[config.mk]
export PLATFORM = sky130hd
export DESIGN_NAME = midi_sync_event_parser_core
export DESIGN_NICKNAME = d
export VERILOG_FILES = /design/src/rtl/core/msep_pkg.sv /design/src/rtl/core/msep_in_reg.sv /design/src/rtl/core/msep_decoder.sv /design/src/rtl/core/msep_out_reg.sv /design/src/rtl/core/midi_sync_event_parser_core.sv
export SDC_FILE = /design/constraint.sdc
export NUM_CORES = 1
export LEC_CHECK = 0
export ABC_AREA = 1
export BUFFER_PORTS_ARGS = -buffer_cell sky130_fd_sc_hd__buf_4
export CORE_MARGIN = 2
export CORE_UTILIZATION = 41
export CTS_CLUSTER_DIAMETER = 50
export DETAILED_ROUTE_END_ITERATION = 8
export GPL_ROUTABILITY_DRIVEN = 0
export HOLD_SLACK_MARGIN = 0.12
export PLACE_DENSITY_LB_ADDON = 0.3
export SYNTH_ARGS = -nofsm -noshare
export SYNTH_HDL_FRONTEND = slang
export SYNTH_SLANG_ARGS = --single-unit
[constraint.sdc]
create_clock -name clk -period 5.64 [get_ports clk]
set_clock_uncertainty 0.05 [all_clocks]
set_input_delay 0.282 -clock clk [delete_from_list [all_inputs] [get_ports clk]]
set_output_delay 0.282 -clock clk [all_outputs]
set_load 0.05 [all_outputs]
[src/rtl/core/msep_pkg.sv]
package msep_pkg;

    localparam int BYTE_W   = 8;
    localparam int EVENT_W  = 3;
    localparam int SYSEX_W  = 9;
    localparam int SKIP_W   = 2;
    localparam int TDATA_OUT_W = 8;

    localparam logic [SYSEX_W-1:0] SYSEX_MAX_RESET = 9'd256;
    localparam logic [BYTE_W-1:0]  EOX_BYTE        = 8'hF7;

    // upper nibble of a status byte
    localparam logic [3:0] ST_NOTE_OFF   = 4'h8;
    localparam logic [3:0] ST_NOTE_ON    = 4'h9;
    localparam logic [3:0] ST_CTRL_CHG   = 4'hB;
    localparam logic [3:0] ST_PROG_CHG   = 4'hC;
    localparam logic [3:0] ST_PITCH_BEND = 4'hE;
    localparam logic [3:0] ST_SYSTEM     = 4'hF;

    // lower nibble of a system byte
    localparam logic [3:0] SYS_SYSEX    = 4'h0;
    localparam logic [3:0] SYS_SONG_POS = 4'h2;
    localparam logic [3:0] SYS_CLOCK    = 4'h8;
    localparam logic [3:0] SYS_START    = 4'hA;
    localparam logic [3:0] SYS_CONTINUE = 4'hB;
    localparam logic [3:0] SYS_STOP     = 4'hC;

    // sync event codes
    localparam logic [EVENT_W-1:0] EV_TRIGGER  = 3'd0;
    localparam logic [EVENT_W-1:0] EV_CLOCK    = 3'd1;
    localparam logic [EVENT_W-1:0] EV_START    = 3'd2;
    localparam logic [EVENT_W-1:0] EV_CONTINUE = 3'd3;
    localparam logic [EVENT_W-1:0] EV_STOP     = 3'd4;

    typedef enum logic [3:0] {
        PH_IDLE  = 4'b0001,
        PH_SKIP  = 4'b0010,
        PH_NOTE  = 4'b0100,
        PH_SYSEX = 4'b1000
    } msep_phase_t;

    typedef struct packed {
        logic                hit;
        logic [EVENT_W-1:0]  sync_event;
    } msep_result_t;

endpackage

[src/rtl/core/msep_in_reg.sv]
module msep_in_reg
(
    input  logic                       clk,
    input  logic                       rst_n,
    input  logic                       load,
    input  logic                       drain,
    input  logic [msep_pkg::BYTE_W-1:0] byte_in,
    output logic                       valid,
    output logic [msep_pkg::BYTE_W-1:0] byte_out
);

    logic                        valid_reg;
    logic                        valid_next;
    logic [msep_pkg::BYTE_W-1:0] byte_reg;

    always_comb
    begin
        valid_next = valid_reg;
        if (load)
        begin
            valid_next = 1'b1;
        end
        else if (drain)
        begin
            valid_next = 1'b0;
        end
    end

    always_ff @(posedge clk or negedge rst_n)
    begin
        if (!rst_n)
        begin
            valid_reg <= 1'b0;
        end
        else
        begin
            valid_reg <= valid_next;
        end
    end

    // payload: hold unless a new transfer lands
    always_ff @(posedge clk)
    begin
        if (load)
        begin
            byte_reg <= byte_in;
        end
    end

    assign valid    = valid_reg;
    assign byte_out = byte_reg;

endmodule

[src/rtl/core/msep_decoder.sv]
module msep_decoder
(
    input  logic                          clk,
    input  logic                          rst_n,
    input  logic                          cfg_we,
    input  logic [msep_pkg::SYSEX_W-1:0]  cfg_wdata,
    input  logic                          step,
    input  logic [msep_pkg::BYTE_W-1:0]   rx_byte,
    output msep_pkg::msep_result_t        result
);

    msep_pkg::msep_phase_t               phase_reg;
    msep_pkg::msep_phase_t               phase_next;
    logic [msep_pkg::SKIP_W-1:0]         skip_reg;
    logic [msep_pkg::SKIP_W-1:0]         skip_next;
    logic [msep_pkg::SYSEX_W-1:0]        count_reg;
    logic [msep_pkg::SYSEX_W-1:0]        count_next;
    logic [msep_pkg::SYSEX_W-1:0]        sysex_max_reg;
    logic [msep_pkg::SKIP_W-1:0]         skip_dec;
    logic [msep_pkg::SYSEX_W-1:0]        count_inc;
    logic [3:0]                          hi_nib;
    logic [3:0]                          lo_nib;

    assign hi_nib    = rx_byte[7:4];
    assign lo_nib    = rx_byte[3:0];
    assign skip_dec  = (skip_reg != '0) ? skip_reg - 2'd1 : skip_reg;
    assign count_inc = count_reg + 9'd1;

    always_comb
    begin
        phase_next        = phase_reg;
        skip_next         = skip_reg;
        count_next        = count_reg;
        result.hit        = 1'b0;
        result.sync_event = msep_pkg::EV_TRIGGER;
        if (step)
        begin
            unique case (phase_reg)
                msep_pkg::PH_SKIP:
                begin
                    skip_next = skip_dec;
                    if (skip_dec == '0)
                    begin
                        phase_next = msep_pkg::PH_IDLE;
                    end
                end
                msep_pkg::PH_NOTE:
                begin
                    skip_next = skip_dec;
                    if (skip_dec == '0)
                    begin
                        phase_next = msep_pkg::PH_IDLE;
                        // zero velocity is a note off in disguise: drop it
                        result.hit = (rx_byte != '0);
                    end
                end
                msep_pkg::PH_SYSEX:
                begin
                    if (rx_byte == msep_pkg::EOX_BYTE)
                    begin
                        phase_next = msep_pkg::PH_IDLE;
                        count_next = '0;
                    end
                    else if (count_inc >= sysex_max_reg)
                    begin
                        phase_next = msep_pkg::PH_IDLE;
                        count_next = '0;
                    end
                    else
                    begin
                        count_next = count_inc;
                    end
                end
                default:
                begin
                    phase_next = msep_pkg::PH_IDLE;
                    unique case (hi_nib)
                        msep_pkg::ST_NOTE_ON:
                        begin
                            phase_next = msep_pkg::PH_NOTE;
                            skip_next  = 2'd2;
                        end
                        msep_pkg::ST_NOTE_OFF,
                        msep_pkg::ST_CTRL_CHG,
                        msep_pkg::ST_PITCH_BEND:
                        begin
                            phase_next = msep_pkg::PH_SKIP;
                            skip_next  = 2'd2;
                        end
                        msep_pkg::ST_PROG_CHG:
                        begin
                            phase_next = msep_pkg::PH_SKIP;
                            skip_next  = 2'd1;
                        end
                        msep_pkg::ST_SYSTEM:
                        begin
                            unique case (lo_nib)
                                msep_pkg::SYS_CLOCK:
                                begin
                                    result.hit        = 1'b1;
                                    result.sync_event = msep_pkg::EV_CLOCK;
                                end
                                msep_pkg::SYS_START:
                                begin
                                    result.hit        = 1'b1;
                                    result.sync_event = msep_pkg::EV_START;
                                end
                                msep_pkg::SYS_CONTINUE:
                                begin
                                    result.hit        = 1'b1;
                                    result.sync_event = msep_pkg::EV_CONTINUE;
                                end
                                msep_pkg::SYS_STOP:
                                begin
                                    result.hit        = 1'b1;
                                    result.sync_event = msep_pkg::EV_STOP;
                                end
                                msep_pkg::SYS_SONG_POS:
                                begin
                                    phase_next = msep_pkg::PH_SKIP;
                                    skip_next  = 2'd2;
                                end
                                msep_pkg::SYS_SYSEX:
                                begin
                                    count_next = '0;
                                    if (sysex_max_reg != '0)
                                    begin
                                        phase_next = msep_pkg::PH_SYSEX;
                                    end
                                end
                                default:
                                begin
                                    phase_next = msep_pkg::PH_IDLE;
                                end
                            endcase
                        end
                        default:
                        begin
                            phase_next = msep_pkg::PH_IDLE;
                        end
                    endcase
                end
            endcase
        end
    end

    always_ff @(posedge clk or negedge rst_n)
    begin
        if (!rst_n)
        begin
            phase_reg     <= msep_pkg::PH_IDLE;
            skip_reg      <= '0;
            count_reg     <= '0;
            sysex_max_reg <= msep_pkg::SYSEX_MAX_RESET;
        end
        else
        begin
            phase_reg <= phase_next;
            skip_reg  <= skip_next;
            count_reg <= count_next;
            if (cfg_we)
            begin
                sysex_max_reg <= cfg_wdata;
            end
        end
    end

endmodule

[src/rtl/core/msep_out_reg.sv]
module msep_out_reg
(
    input  logic                              clk,
    input  logic                              rst_n,
    input  logic                              step,
    input  msep_pkg::msep_result_t            result,
    input  logic                              take,
    output logic                              can_load,
    output logic                              valid,
    output logic [msep_pkg::EVENT_W-1:0]      sync_event
);

    logic                           valid_reg;
    logic                           valid_next;
    logic [msep_pkg::EVENT_W-1:0]   event_reg;
    logic                           load;

    assign load     = step && result.hit;
    assign can_load = !valid_reg || take;

    always_comb
    begin
        valid_next = valid_reg;
        if (load)
        begin
            valid_next = 1'b1;
        end
        else if (take)
        begin
            valid_next = 1'b0;
        end
    end

    always_ff @(posedge clk or negedge rst_n)
    begin
        if (!rst_n)
        begin
            valid_reg <= 1'b0;
        end
        else
        begin
            valid_reg <= valid_next;
        end
    end

    always_ff @(posedge clk)
    begin
        if (load)
        begin
            event_reg <= result.sync_event;
        end
    end

    assign valid      = valid_reg;
    assign sync_event = event_reg;

endmodule

[src/rtl/core/midi_sync_event_parser_core.sv]
// Path: input register, decode, result register; a byte's result is loaded when the byte steps.
// Throughput: one byte per cycle while the result register is not held by a stalled receiver.
// Bytes that cause no result (data, ignored status) step the same way and produce nothing.
// A result held by a stalled receiver holds the input: no byte advances until it is taken.
// Reset (rst_n low, asynchronous) empties both registers, puts the parser in status
// position with no bytes to skip, and sets sysex_max to 256.
module midi_sync_event_parser_core
(
    input  logic                               clk,
    input  logic                               rst_n,
    // input stream
    input  logic                               s_axis_tvalid,
    output logic                               s_axis_tready,
    input  logic [msep_pkg::BYTE_W-1:0]        s_axis_tdata,  // [7:0] rx_byte
    // result stream
    output logic                               m_axis_tvalid,
    input  logic                               m_axis_tready,
    output logic [msep_pkg::TDATA_OUT_W-1:0]   m_axis_tdata,  // [2:0] sync_event, [7:3] zero
    // configuration
    input  logic                               sysex_max_wr_en,
    input  logic [msep_pkg::SYSEX_W-1:0]       sysex_max_wr_data
);

    logic                                in_valid;
    logic [msep_pkg::BYTE_W-1:0]         in_byte;
    logic                                out_can_load;
    logic                                step;
    logic                                in_xfer;
    logic                                out_xfer;
    logic [msep_pkg::EVENT_W-1:0]        out_event;
    msep_pkg::msep_result_t              result;

    // Advance the held byte whenever the result register can take its outcome;
    // a byte without a result advances the same way.
    assign step          = in_valid && out_can_load;
    assign s_axis_tready = !in_valid || step;
    assign in_xfer       = s_axis_tvalid && s_axis_tready;
    assign out_xfer      = m_axis_tvalid && m_axis_tready;

    msep_in_reg u_in_reg
    (
        .clk      (clk),
        .rst_n    (rst_n),
        .load     (in_xfer),
        .drain    (step),
        .byte_in  (s_axis_tdata),
        .valid    (in_valid),
        .byte_out (in_byte)
    );

    // Framing state and the sysex limit live here; state moves only on a step.
    msep_decoder u_decoder
    (
        .clk       (clk),
        .rst_n     (rst_n),
        .cfg_we    (sysex_max_wr_en),
        .cfg_wdata (sysex_max_wr_data),
        .step      (step),
        .rx_byte   (in_byte),
        .result    (result)
    );

    msep_out_reg u_out_reg
    (
        .clk        (clk),
        .rst_n      (rst_n),
        .step       (step),
        .result     (result),
        .take       (out_xfer),
        .can_load   (out_can_load),
        .valid      (m_axis_tvalid),
        .sync_event (out_event)
    );

    // Pad the event code to a whole byte.
    assign m_axis_tdata = {{(msep_pkg::TDATA_OUT_W - msep_pkg::EVENT_W){1'b0}}, out_event};

endmodule

Word-level counts from Yosys, hierarchy flattened --
Index checks and enable logic that the tools add are counted.
Operators by class: bitwise operators 4, reduce and logical (&&, ||, !) cells 27, add/subtract/negate cells 2, equal/unequal tests 18, shifts and indexed selects 0, muxes and demuxes 26, divide/modulo/power cells 0, order comparisons 1, multipliers 0
Operators with widths (number):
- 4-bit == test (second input constant) | 11
- 9-bit two-way mux | 4
- 4-bit two-way mux | 6
- 9-bit one-hot mux with 2 select lines | 1
- 4-bit one-hot mux with 2 select lines | 2
- 4-bit one-hot mux with 4 select lines | 1
- 4-bit one-hot mux with 3 select lines | 1
- 2-bit nonzero test | 5
- 9-bit by 1-bit adder with 9-bit output (second input constant) | 1
- 9-bit greater-or-equal comparator | 1
- 9-bit nonzero test | 1
- 4-bit by 2-bit == test with 1-bit output (second input constant) | 2
- 8-bit == test (second input constant) | 1
- 4-bit AND reduction | 2
- 8-bit nonzero test | 1
- 4-bit OR reduction | 2
- 2-bit one-hot mux with 3 select lines | 1
- 1-bit two-way mux | 5
- 5-bit OR reduction | 1
- 4-bit by 3-bit == test with 1-bit output (second input constant) | 1
- 1-bit logical AND | 4
- 4-bit zero test | 1
- 2-bit two-way mux | 2
- 1-bit NOT | 4
- 14 further kinds | 17
Word-level totals: input port bits 22, latch bits 0, output and inout bits 10, RAM bits 0, logic and storage cells 86, memories kept 0, ROM bits 0, bits in registers 37

Depth between registers and ports, before layout --
Gate-level depths: netlist of run 1.
depth in word-level cells 8, gate-level depth with buffers 17, depth with buffers taken out 16

Cells and area by module --
Synthesis of run 1 repeated with hierarchy kept, for this count alone.
Second synthesis, totals: cells, all modules 304, area total of the unflattened synthesis 2313.5 sq um
By module, submodules not included:
- msep_decoder | seq. area each 603.1 sq um, area each 1818.0 sq um, instances 1, cells each 268
- msep_in_reg | seq. area each 265.3 sq um, area each 280.3 sq um, instances 1, cells each 13
- msep_out_reg | seq. area each 115.1 sq um, area each 138.9 sq um, instances 1, cells each 9
- midi_sync_event_parser_core | seq. area each 0.0 sq um, area each 76.3 sq um, instances 1, cells each 14

Least setup slack after synthesis of run 1 --
No wires, ideal clock.
kind reg2reg, start point register u_decoder.count_reg[0] (netlist name), end point register u_decoder.phase_reg[3], data required time 5.473 ns, setup slack 3.527 ns, stages on the path, launching flop included 16, setup time 0.117 ns, data arrival time 1.946 ns, path buffers 0, cells stage by stage dfrtp_1 > ha_1 > inv_1 > nor2_2 > xnor2_1 > inv_1 > ha_1 > nand2_1 > nor2_1 > nand2_1 > nand3_1 > nand2_1 > nand3_4 > nand2_2 > nand2_1 > nand2_1
Between the ends: word-level cells in the longest chain between the ends 4
RTL lines:
- start, declared | line msep_decoder.sv:16 | logic [msep_pkg::SYSEX_W-1:0] count_reg;
- start signal, assigned | line msep_decoder.sv:160 | count_reg <= count_next;
- 9-bit by 1-bit adder with 9-bit output | line msep_decoder.sv:27 | assign count_inc = count_reg + 9'd1;
- 9-bit greater-or-equal comparator | line msep_decoder.sv:64 | else if (count_inc >= sysex_max_reg)
- 3-bit by 1-bit inequality test with 1-bit output (no line)
- 3-bit AND reduction (no line)
- end signal, assigned | line msep_decoder.sv:151 | phase_reg <= msep_pkg::PH_IDLE;
- end signal, assigned | line msep_decoder.sv:158 | phase_reg <= phase_next;
- end, declared | line msep_decoder.sv:12 | msep_pkg::msep_phase_t phase_reg;
No other way between the ends. A chain may end at the register's enable or synchronous reset.

Worst setup path after layout of run 1 --
start point register u_decoder.count_reg[0] (netlist name), end point register u_decoder.phase_reg[1]
The elaborated chain is that of the path after synthesis.

==> results_dict.tcl, run 1 <==
set metrics [dict create \
    status "completed" \
    dieArea_um2 6190 \
    clock-sinks 37 \
    finalHoldViolCount 0 \
    synth_top_family_by_area "simple AND/OR/NAND/NOR gates" \
    cts.root.buffer_cell "clkbuf_8" \
    antenna_found_initial 0 \
    start_kind "register" \
    layout.nets 374 \
    synth_edf_count 11 \
    ys_types 30 \
    drt-pass1-iter-count 4 \
    cts_inserted_buffers 5 \
    rrSetupSlack_ns 3.22 \
    postRouteAntennaNets 0 \
    drcViolationCount 0 \
    row_count 27 \
    cts_setup_buffers 0 \
    power.leakage_nw 1.41 \
    path_max_fanout 9 \
    synth_area_um2 2290 \
    place_inst 398 \
    setup_tns_ns 0 \
    drt-vias-per-instance 4.59 \
    finalCriticalPeriod_ns 2.42 \
    worstHoldPathType "primary input to register" \
    critPathMaxStageDelay_ns 0.42 \
    path_delay_family "simple AND/OR/NAND/NOR gates" \
    ctsResizeCount 0 \
    yosysSeqAreaShare_pct 43.0 \
    synthSimpleGateAreaFrac_pct 34.7 \
    n_fill_cell 538 \
    critical_path_buf_inv_count 2 \
    power_per_cell_area_nw_per_um2 221 \
    io_pins 32 \
    endpoint_kind "register" \
    synth_ff_type "dfrtp_1" \
    synth_compound_area_share_pct 5.31 \
    synthMuxAreaShare_pct 0 \
    die_h_um 78.7 \
    ir_drop_mv 0.122 \
    antenna_cells 0 \
    ys_ff_latch 37 \
    die_w_um 78.7 \
    grt_pass1_wl_mm 8.02 \
    crit_required_ns 5.78 \
    cts_hold_buf 9 \
    vias 1906 \
    dp_hpwl_mm 3.42 \
    grtUsageTotal_pct 16.3 \
    rsz0062_at_grt "false" \
    path_cells "ha_1 -> inv_1 -> nor2_2 -> xnor2_1 -> inv_1 -> ha_1 -> nand2_1 -> nor2_1 -> nand2_1 -> nand3_1 -> nand2_1 -> nand3_4 -> nand2_2 -> nand2_1 -> nand2_1" \
    synth_xor_xnor_area_share_pct 1.15 \
    clock_path_buffers 2 \
    io_buffers 26 \
    clk_pin_slew_ns 0.07 \
    finalNonFillerCells 415 \
    overflow 0 \
    final.period_utilization_pct 42.9 \
    drive_gt1_share_pct 15.7 \
    h-tree-depth 2 \
    setup_viol 0 \
    fp.coreArea_um2 5440 \
    clk_latency_ns 0.29 \
    fmax_ghz 0.414 \
    syn_area_per_cell_um2 7.52 \
    synthCells 304 \
    max_cap_violations 0 \
    yosysWarnings 0 \
    drt_wl_total_mm 4.49 \
    grt_max_degree 27 \
    drt-initial-drc-count 92 \
    slew_viol_final 0 \
    critPathMostFrequentCell "nand2_1" \
    routedWlPerCell_um 10.8 \
    crit_slowest_cell "dfrtp_1" \
    path_class "register to register" \
    grt_pass1_vias 1884 \
    synth_fa_ha_area_share_pct 5.47 \
    syn2layout_area_growth_pct 18.4 \
    arrival_ns 2.56 \
    cts_tree "done" \
    floorplan.initialDensity_pct 42.1 \
    synthArstFlopShare_pct 70.3 \
]
routing by layer:
layer  global-route usage, %  wire [um]  up-vias
li1                        -          -     1021
met1                    19.4       2010      852
met2                    29.2       2290       26
met3                    3.52        133        7
met4                    5.26         56        0
met5                       0          0        -
cells in the mapped netlist, types with 3 or more instances:
library cell / number / area, um2
nand3_1: 24 / 120
nand3_2: 3 / 30.0
a21oi_1: 3 / 15.0
nand4_1: 8 / 50.1
buf_4: 5 / 37.5
dfrtp_1: 24 / 601
nand2_1: 97 / 364
nand2_2: 6 / 37.5
inv_1: 46 / 173
nor2_1: 24 / 90.1
nor3_1: 4 / 20.0
ha_1: 10 / 125
edfxtp_1: 11 / 330
inv_2: 3 / 11.3
nor2_2: 4 / 25.0
o21ai_1: 5 / 25.0
o21ai_0: 10 / 50.1
cells by family (layout without fill, tap and decap cells):
group,Yosys count,count (layout)
simple gates,174,174
buf+inv,57,92
flops,37,37
compound gates,22,22
fa+ha+maj,10,10
xor+xnor,3,3
other cells,1,5
tightest hold or removal path: stages:
cell and delay [ns]:
buf_4 0.10, nand2_1 0.04, o21ai_1 0.05
cell type report:
| type | count | area [um2] | area share [%] |
|---|---|---|---|
| Multi-Input combinational cell | 214 | 1080 | 40.1 |
| Clock buffer | 8 | 80.1 | 2.96 |
| Timing Repair Buffer | 35 | 285 | 10.5 |
| Inverter | 49 | 184 | 6.79 |
| Tap cell | 72 | 90.1 | 3.33 |
| Sequential cell | 37 | 983 | 36.3 |
through the flow:
step | worst slack [ns] | utilization, % | hold slack, ns | total power [W] | instance area [um2]
2_1_floorplan | 3.53 | - | -0.0636 | 0.000387 | 2300
3_3_place_gp | 3.40 | 46.7 | 0.165 | 0.000412 | 2540
3_5_place_dp | 3.24 | 46.7 | 0.174 | 0.000415 | 2540
4_1_cts | 3.22 | 49.8 | 0.135 | 0.000604 | 2710
5_1_grt | 2.94 | 49.8 | 0.153 | 0.000628 | 2710
6_report | 3.22 | 49.8 | 0.135 | 0.000599 | 2710
power by group:
| group | switching (W) | internal [W] | total (W) | leakage [nW] |
|---|---|---|---|---|
| Clock | 0.0000972 | 0.0000879 | 0.000185 | 0.0395 |
| Sequential | 0.0000154 | 0.000298 | 0.000313 | 0.435 |
| Combinational | 0.0000632 | 0.0000374 | 0.000101 | 0.938 |
| Total | 0.000176 | 0.000423 | 0.000599 | 1.41 |
path summary, 6_finish.rpt:
kind,from,to,cells after the start
setup / recovery,u_decoder.count_reg[0],u_decoder.phase_reg[1],15
min in group asynchronous,rst_n,u_decoder.sysex_max_reg[3],2
setup reg to reg,u_decoder.count_reg[0],u_decoder.phase_reg[1],15
hold / removal,sysex_max_wr_data[8],u_decoder.sysex_max_reg[8],3
hold reg to reg,u_decoder.phase_reg[0],u_decoder.phase_reg[0],2
max in group asynchronous,rst_n,u_decoder.phase_reg[0],2
cells in the final DEF, fill, tap and decap left out, drive strengths merged:
cell           n
xnor2          2
o22ai          1
nand4          8
xor2           1
buf           26
nor2          30
dlygate4sd3    9
edfxtp        11
dfrtp         24
conb           5
ha            10
a21oi          5
o21a           1
nor3           4
clkbuf         8
nand3b         1
nand2        103
o21ai         15
dfstp          2
nand3         28
inv           49
Power figures use the tool's default switching activity.
==> run 2, diff against run 1 <==
--- a/config.mk
+++ b/config.mk
@@ -5,7 +5,7 @@
 export SDC_FILE = /design/constraint.sdc
 export NUM_CORES = 1
 export LEC_CHECK = 0
-export ABC_AREA = 1
+export ABC_AREA = 0
 export BUFFER_PORTS_ARGS = -buffer_cell sky130_fd_sc_hd__buf_4
 export CORE_MARGIN = 2
 export CORE_UTILIZATION = 41
==> constraint.sdc (replaced) <==
create_clock -name clk -period 1.9 [get_ports clk]
set_clock_uncertainty 0.05 [all_clocks]
set_input_delay 0.095 -clock clk [delete_from_list [all_inputs] [get_ports clk]]
set_output_delay 0.095 -clock clk [all_outputs]
set_load 0.05 [all_outputs]
==> run 2 against run 1 <==
The flow now finishes with violations (setup timing). Synthesized cell count down 31%. Flip-flop and latch count did not move. Area after synthesis decreased by 6.6%. Via count is 6.9% higher. Critical path depth unchanged. Utilization rose by 18 points. Sequential share of layout area shrank 7.5 points. Critical endpoint is now u_decoder.count_reg[3]. Largest power group unchanged.
==> results_dict.tcl, run 2 <==
set metrics [dict create \
    io_pins 32 \
    syn_area_per_cell_um2 10.2 \
    antenna_cells 0 \
    floorplan.initialDensity_pct 42.1 \
    die_w_um 76.2 \
    status "finished, violations left" \
    drt-initial-drc-count 96 \
    drt-pass1-iter-count 4 \
    crit_required_ns 2.08 \
    mostFrequentLayoutCells "buf_4 (77), dlygate4sd3_1 (33), nand2_1 (28), dfrtp_1 (23), inv_1 (15)" \
    synth_commonest_cells "nand2_1 (29), dfrtp_1 (24), o21ai_0 (17)" \
    synth_top_area_cell "dfrtp_1" \
    drive_gt1_share_pct 40.1 \
    cts_tree "done" \
    cts_inserted_buffers 5 \
    place_inst 343 \
    grtUsageTotal_pct 20.1 \
    drt_wl_total_mm 6.29 \
    ys_types 53 \
    max_cap_violations 0 \
    yosysSeqAreaShare_pct 46.0 \
    yosysTopAreaCellShare_pct 28.1 \
    drcViolationCount 0 \
    fp.coreArea_um2 5070 \
    routedWlPerCell_um 15.8 \
    grt_pass1_vias 1949 \
    die_h_um 76.2 \
    drt-vias-per-instance 5.13 \
    cts.root.buffer_cell "clkbuf_8" \
    grt_max_degree 27 \
    dieArea_um2 5800 \
    layout.nets 358 \
    clk_latency_ns 0.30 \
    start_kind "register" \
    endpoint_kind "register" \
    finalHoldViolCount 0 \
    path_max_fanout 5 \
    power_per_cell_area_nw_per_um2 584 \
    fmax_ghz 0.368 \
    finalNonFillerCells 397 \
    synthCells 210 \
    synth_area_leaders "dfrtp_1 (28%), edfxtp_1 (15%), ha_1 (5.9%), nand2_1 (5.1%), o21ai_0 (4.0%)" \
    postRouteAntennaNets 0 \
    synth_area_um2 2140 \
    vias 2037 \
    io_buffers 26 \
    synth_edf_count 11 \
    violations "setup timing" \
    ir_drop_mv 0.407 \
    setup_tns_ns -10.04 \
    finalWorstSetupSlack_ns -0.814 \
    clock-sinks 37 \
    h-tree-depth 2 \
    clock_path_buffers 2 \
    clk_pin_slew_ns 0.08 \
    rsz0062_at_grt "true" \
    rrSetupSlack_ns -0.81 \
    slew_viol_final 0 \
    antenna_found_initial 0 \
    finalCriticalPeriod_ns 2.71 \
    arrival_ns 2.89 \
    syn2layout_area_growth_pct 59.9 \
    overflow 0 \
    yosysMostFrequentCell "nand2_1" \
    synth_ff_type "dfrtp_1" \
    grt_pass1_wl_mm 9.26 \
    final.period_utilization_pct 143 \
    synthArstFlopShare_pct 70.3 \
    worstHoldPathType "primary input to register" \
    power.leakage_nw 1.51 \
    path_class "register to register" \
    setup_viol 13 \
    layout_commonest_cell "buf_4" \
    dp_hpwl_mm 3.39 \
    row_count 26 \
    yosysWarnings 0 \
    ys_ff_latch 37 \
]
run 2: cell count changes after synthesis, moves of 4 or more:
| cell | previous run | this run |
|---|---|---|
| nand4_1 | 8 | 2 |
| nand2_1 | 97 | 29 |
| o21ai_0 | 10 | 17 |
| nand3_1 | 24 | 12 |
| nor2_2 | 4 | 0 |
| inv_1 | 46 | 16 |
| and3_1 | 0 | 4 |
| nand2b_1 | 0 | 5 |
| nor2_1 | 24 | 7 |
| xnor2_1 | 2 | 6 |
| nand2_2 | 6 | 0 |
| o21ai_1 | 5 | 1 |
| nor4_1 | 0 | 4 |
run 2: critical path: stages, from the launching register on:
cell,delay [ns]
dfrtp_1,0.38
and3_4,0.18
and3_4,0.17
and3_4,0.20
xnor2_4,0.15
inv_2,0.07
ha_4,0.21
buf_4,0.13
a21oi_2,0.13
nand2_1,0.08
a22oi_2,0.22
buf_4,0.18
buf_6,0.13
buf_6,0.12
nand3_2,0.07
o21ai_1,0.14
run 2: final timing paths:
kind                                        start                    endpoint  cells after the start
hold / removal                    sysex_max_wr_en  u_decoder.sysex_max_reg[7]                      2
setup reg to reg           u_decoder.count_reg[4]      u_decoder.count_reg[3]                     15
min in group asynchronous                   rst_n      u_decoder.count_reg[5]                      2
hold reg to reg            u_decoder.count_reg[8]      u_decoder.count_reg[8]                      2
max in group asynchronous                   rst_n      u_decoder.phase_reg[0]                      2
setup / recovery           u_decoder.count_reg[4]      u_decoder.count_reg[3]                     15
run 2: where the power goes:
group	leakage [nW]	internal [W]	switching, W
Combinational	1.04	0.000243	0.000212
Sequential	0.426	0.000883	0.0000623
Clock	0.0488	0.000296	0.000300
run 2: kinds of logic (layout without fill, tap and decap cells):
group / after synthesis / in the layout / share of synthesized area (%)
compound gates: 40 / 40 / 12.9
xor+xnor: 10 / 10 / 4.10
fa+ha+maj: 10 / 10 / 5.86
buf+inv: 25 / 138 / 5.39
flops: 37 / 37 / 46.0
mux: 5 / 5 / 2.58
other cells: 1 / 5 / 0.176
simple gates: 82 / 82 / 23.0
run 2: repair_timing:
action,4_1_cts,5_1_grt
setup endpoints to repair,16,24
hold buffers,37,0
pin swaps,5,16
buffers inserted,2,11
gates cloned,0,0
gates resized for setup,6,26
hold endpoints to repair,45,0
run 2: area by class of cell:
| class | count | area (um2) |
|---|---|---|
| flip-flops and latches | 37 | 985 |
| inverters | 16 | 60.1 |
| well taps | 70 | 87.6 |
| clock buffers | 7 | 86.3 |
| fillers | 356 | 1660 |
| clock inverters | 1 | 6.26 |
| repair buffers | 114 | 953 |
| multi-input cells | 152 | 1240 |
run 2: routing by layer:
metal,routed length [um],share of wire [%],GRT usage [%]
met2,3150,50,35.4
met5,0,0,0
met3,305,4.8,3.55
met1,2670,42,25.6
met4,162,2.6,5.45
run 2: per-stage QoR:
step / hold slack, ns / cell area (um2) / utilization, % / setup WS (ns) / total power [W]
floorplan: -0.251 / 2200 / - / -0.758 / 0.00115
finish: 0.0600 / 3420 / 67.3 / -0.814 / 0.00200
global route: 0.124 / 3420 / 67.3 / -0.920 / 0.00207
CTS: 0.123 / 3250 / 64.0 / -0.798 / 0.00195
global placement: -0.0270 / 2740 / 54.0 / -0.810 / 0.00130
detailed placement: -0.0242 / 2740 / 54.0 / -0.807 / 0.00130
